==> config.mk <==
export PLATFORM = sky130hd
export DESIGN_NAME = tfmd_mul
export DESIGN_NICKNAME = d
export VERILOG_FILES = /design/src/design/tfmd_pkg.sv /design/src/design/tfmd_mul.sv
export SDC_FILE = /design/constraint.sdc
export NUM_CORES = 2
export LEC_CHECK = 0
export ABC_CLOCK_PERIOD_IN_PS = 20200
export BUFFER_PORTS_ARGS = -buffer_cell sky130_fd_sc_hd__clkbuf_2
export CAP_MARGIN = 10
export CORE_AREA = 8 8 264 215
export CTS_CLUSTER_DIAMETER = 60
export CTS_CLUSTER_SIZE = 16
export DETAILED_ROUTE_END_ITERATION = 12
export DIE_AREA = 0 0 272 223
export PLACE_DENSITY = 0.62
export SLEW_MARGIN = 40
export SYNTH_ARGS = -nofsm -noshare
export SYNTH_HDL_FRONTEND = slang
export SYNTH_SLANG_ARGS = --single-unit
export TNS_END_PERCENT = 1
==> constraint.sdc <==
create_clock -name aclk -period 20.2 [get_ports aclk]
set_input_delay 5.05 -clock aclk [delete_from_list [all_inputs] [get_ports aclk]]
set_output_delay 5.05 -clock aclk [all_outputs]
set_load 0.01 [all_outputs]
==> src/design/tfmd_pkg.sv <==
// Shared types and constants for the truncating float multiply/divide pipeline.
package tfmd_pkg;
    localparam int FRAC_W = 23;
    localparam int EXP_W = 8;
    localparam int SIG_W = FRAC_W + 1;
    localparam int PROD_W = 2 * SIG_W;
    localparam int RECIP_STEPS = 2 * FRAC_W + 1;
    localparam int BIAS = 127;
    localparam int EXP_MAX = 255;

    typedef enum logic {
        KIND_MUL = 1'b0,
        KIND_DIV = 1'b1
    } kind_t;

    // Per-item payload carried beside the reciprocal divider.
    typedef struct packed {
        logic               sign;
        logic [EXP_W-1:0]   ea;
        logic [FRAC_W-1:0]  fa;
        logic [EXP_W-1:0]   eb;
        logic [FRAC_W-1:0]  fb;
        logic               a_zero;
        logic               div_nz;
    } op_t;
endpackage

==> src/design/tfmd_mul.sv <==
// Significand multiply, normalize and exponent clamp, three register stages.
module tfmd_mul (
    input  logic                   aclk,
    input  logic                   aresetn,
    input  logic                   adv,
    input  logic                   in_valid,
    input  tfmd_pkg::op_t          in_op,
    input  logic [tfmd_pkg::FRAC_W-1:0] in_q,
    output logic                   out_valid,
    output logic [31:0]            out_bits
);
    import tfmd_pkg::*;

    logic                v1_reg, v2_reg, v3_reg;
    logic                s1_reg, s2_reg;
    logic                z1_reg, z2_reg;
    logic [EXP_W-1:0]    ea1_reg, eb1_reg;
    logic [SIG_W-1:0]    ma1_reg, mb1_reg;
    logic [PROD_W-1:0]   p2_reg;
    logic [EXP_W:0]      es2_reg;
    logic [31:0]         r3_reg;

    // Stage 1: resolve divisor reciprocal and zero tests
    logic [FRAC_W-1:0] fb_c;
    logic [EXP_W-1:0]  eb_c;
    logic              bz_c;
    always_comb begin
        fb_c = in_op.div_nz ? in_q : in_op.fb;
        eb_c = in_op.eb;
        bz_c = (eb_c == '0) && (fb_c == '0);
    end

    // Stage 2: multiply and exponent sum
    logic [PROD_W-1:0] prod_c;
    assign prod_c = PROD_W'(ma1_reg) * PROD_W'(mb1_reg);

    // Stage 3: normalize, clamp, pack
    logic              norm_c;
    logic [FRAC_W-1:0] fr_c;
    logic signed [EXP_W+2:0] e_c;
    logic [EXP_W-1:0]  ex_c;
    always_comb begin
        norm_c = p2_reg[PROD_W-1];
        fr_c = norm_c ? p2_reg[PROD_W-2 -: FRAC_W] : p2_reg[PROD_W-3 -: FRAC_W];
        e_c = $signed({2'b00, es2_reg}) - (EXP_W+3)'(BIAS) + (EXP_W+3)'(norm_c);
        if (e_c > $signed((EXP_W+3)'(EXP_MAX))) begin
            ex_c = EXP_W'(EXP_MAX);
        end else if (e_c < 0) begin
            ex_c = '0;
        end else begin
            ex_c = e_c[EXP_W-1:0];
        end
    end

    always_ff @(posedge aclk) begin
        if (!aresetn) begin
            v1_reg <= 1'b0;
            v2_reg <= 1'b0;
            v3_reg <= 1'b0;
        end else if (adv) begin
            v1_reg <= in_valid;
            v2_reg <= v1_reg;
            v3_reg <= v2_reg;
        end
        if (adv) begin
            s1_reg  <= in_op.sign;
            z1_reg  <= in_op.a_zero | bz_c;
            ea1_reg <= in_op.ea;
            eb1_reg <= eb_c;
            ma1_reg <= {1'b1, in_op.fa};
            mb1_reg <= {1'b1, fb_c};
            s2_reg  <= s1_reg;
            z2_reg  <= z1_reg;
            p2_reg  <= prod_c;
            es2_reg <= (EXP_W+1)'(ea1_reg) + (EXP_W+1)'(eb1_reg);
            r3_reg  <= z2_reg ? {s2_reg, 31'b0} : {s2_reg, ex_c, fr_c};
        end
    end

    assign out_valid = v3_reg;
    assign out_bits  = r3_reg;
endmodule

==> reports/results.ini <==
[setup_path]
reg2reg_depth=25
critPathKind=reg2reg
r2r_setup_slack_ns=12.52
crit_arrival_ns=7.90
worstPathRequired_ns=20.42
worst_setup_path_start_kind=flop
crit_path_max_fanout=17
critPathCaptureType=flop

[cts]
cts_tree=built
insertion_delay_ns=0.48
cts_buffer_depth=2
numCtsBuffers=17
path_clk_slew_ns=0.06
cts.sinks=135
ctsHoldBuffers=0
htree_levels=4
post_cts_resized=0
root_buffer=clkbuf_16
post_cts_buffers=0

[routing]
wl_met2_um=29700
routed_wl_um=64300
via_per_inst=5.16
top_layer_used=met4
met1_length_um=28100
drc=0
routedWlPerCell_um=20.6
ant_nets=0
route.met3.wl_um=5450
drtIter0Drc=1147
drt_pass1_iterations=7
via_count=16100

[yosys]
avgSynthCellArea_um2=10.1
synth-seq-cells=135
yosysSeqAreaShare_pct=17.2
synth_top_flop_cell=edfxtp_1
syn_area_um2=23300
async_reset_ff_share_pct=0
synth_nets=3072
postSynthCellCount=2318
synth-edff-count=132
yosysWarnings=0
ys_types=55

[timing]
tightest_slew_ns=0.814
max_freq_ghz=0.130
hold_violations=0
setup_viol=0
min_period_over_period_pct=38.0
finClkSkew_ns=0.0151
drv_slew=0
post-route-min-period_ns=7.68
fin_setup_tns_ns=0
setup_slack_ns=12.52
rsz0062_at_grt=no
relSlewSlack_pct=45.7

[global_route]
grt_pass1_vias=17900
grt_max_degree=72
grt_pass1_wl_um=102000
antenna_found_initial=1
globalRouteTotalUtil_pct=21.9
grt_overflow=0

[worst_hold_path]
hp-class=reg2reg
hold_path_depth=0

[placement]
portBuffers=124
hpwl_um=49600
pre_cts_slack_ns=12.46
gp_congestion=0.963

[job]
maxCapViolations=0

[status]
status=finished clean

[floorplan]
dieWidth_um=272
die_h_um=223
pin_count=125
core_area_um2=52800
dieArea_um2=60700
rows=76
initial_core_util_pct=44.2

[final_layout]
nNetsFinal=3167
antenna-diode-count=0
largest_reg_flops=32
drive_gt1_share_pct=9.98
fin_util_pct=48.3
syn_to_final_growth_pct=9.31

-- through the flow --
stage	hold WS, ns	cells	cell area, um2
floorplan	0.400	2318	23300
global placement	0.405	3086	24800
detailed placement	0.407	3095	24900
CTS	0.422	3127	25500
global route	0.433	3128	25500
finish	0.423	3128	25500
-- area by class of cell --
| class | count | area (um2) |
|---|---|---|
| Tap cell | 702 | 878 |
| Clock buffer | 20 | 437 |
| Sequential cell | 135 | 4020 |
| Fill cell | 4869 | 27300 |
| Inverter | 567 | 2130 |
| Timing Repair Buffer | 173 | 1050 |
| Clock inverter | 12 | 175 |
| Multi-Input combinational cell | 1519 | 16800 |
-- cell families (layout without fill, tap and decap cells) --
group                      after synthesis  after routing  synth area share [%]
AOI/OAI and AO/OA                      128            128                  3.56
xor gates and xnor gates                46             46                  1.73
adders and majority gates              662            662                  51.0
buffers and inverters                  664            772                  10.7
DFF                                    135            135                  17.2
muxes                                   50             50                  2.27
and+or+nand+nor                        633            633                  13.5
-- cells in the final DEF (no fill, tap or decap), types with 20 or more instances in the layout --
cell and instances:
inv_1 564, fa_1 482, nand2_1 266, and2_1 242
ha_1 180, edfxtp_1 132, clkbuf_2 123, nor2_1 68
a21oi_1 47, buf_4 38, xnor2_1 28, mux2i_1 26
mux2_2 24, a21o_1 20
-- synth_stat cells, drive strengths merged, types with 7 or more instances --
cell type    n  area (um2)
a21o        23         183
a21oi       49         253
and2       242        1510
clkbuf      93         349
edfxtp     132        3960
fa         482        9650
ha         180        2250
inv        564        2120
mux2        24         270
mux2i       26         260
nand2      266         998
nand3        8        50.1
nand4       10        62.6
nor2        68         255
nor3         7        35.0
nor4         8        50.1
o21ai       20         104
o21bai       9        71.3
xnor2       28         245
xor2        18         158
-- worst max-delay path, stage by stage (launching register included) --
cell and delay, ns:
edfxtp_1 0.32, buf_4 0.28, clkinv_1 0.50, nor2_1 0.27, fa_1 0.46, fa_1 0.52, inv_1 0.05, fa_1 0.48
inv_1 0.05, fa_1 0.51, inv_1 0.06, fa_1 0.53, inv_1 0.05, fa_1 0.47, inv_1 0.05, fa_1 0.47
inv_1 0.04, ha_1 0.35, nand4_1 0.16, nor3_1 0.23, a31oi_1 0.12, and4_1 0.28, o21a_1 0.30, o31ai_2 0.52
a31oi_1 0.17, xnor2_1 0.16
-- final timing paths --
kind	end	from
hold / removal	s2_reg	s1_reg
hold reg to reg	s2_reg	s1_reg
setup / recovery	p2_reg[47]	mb1_reg[8]
setup reg to reg	p2_reg[47]	mb1_reg[8]
-- routing by layer --
metal | track usage (%) | up-vias
met2 | 34.8 | 642
met4 | 5.56 | 0
met5 | 0 | -
li1 | - | 7115
met1 | 30.3 | 8326
met3 | 4.75 | 63
Power is not shown: default switching activity piles up to over one toggle a cycle in this logic, so the estimate is an artifact.
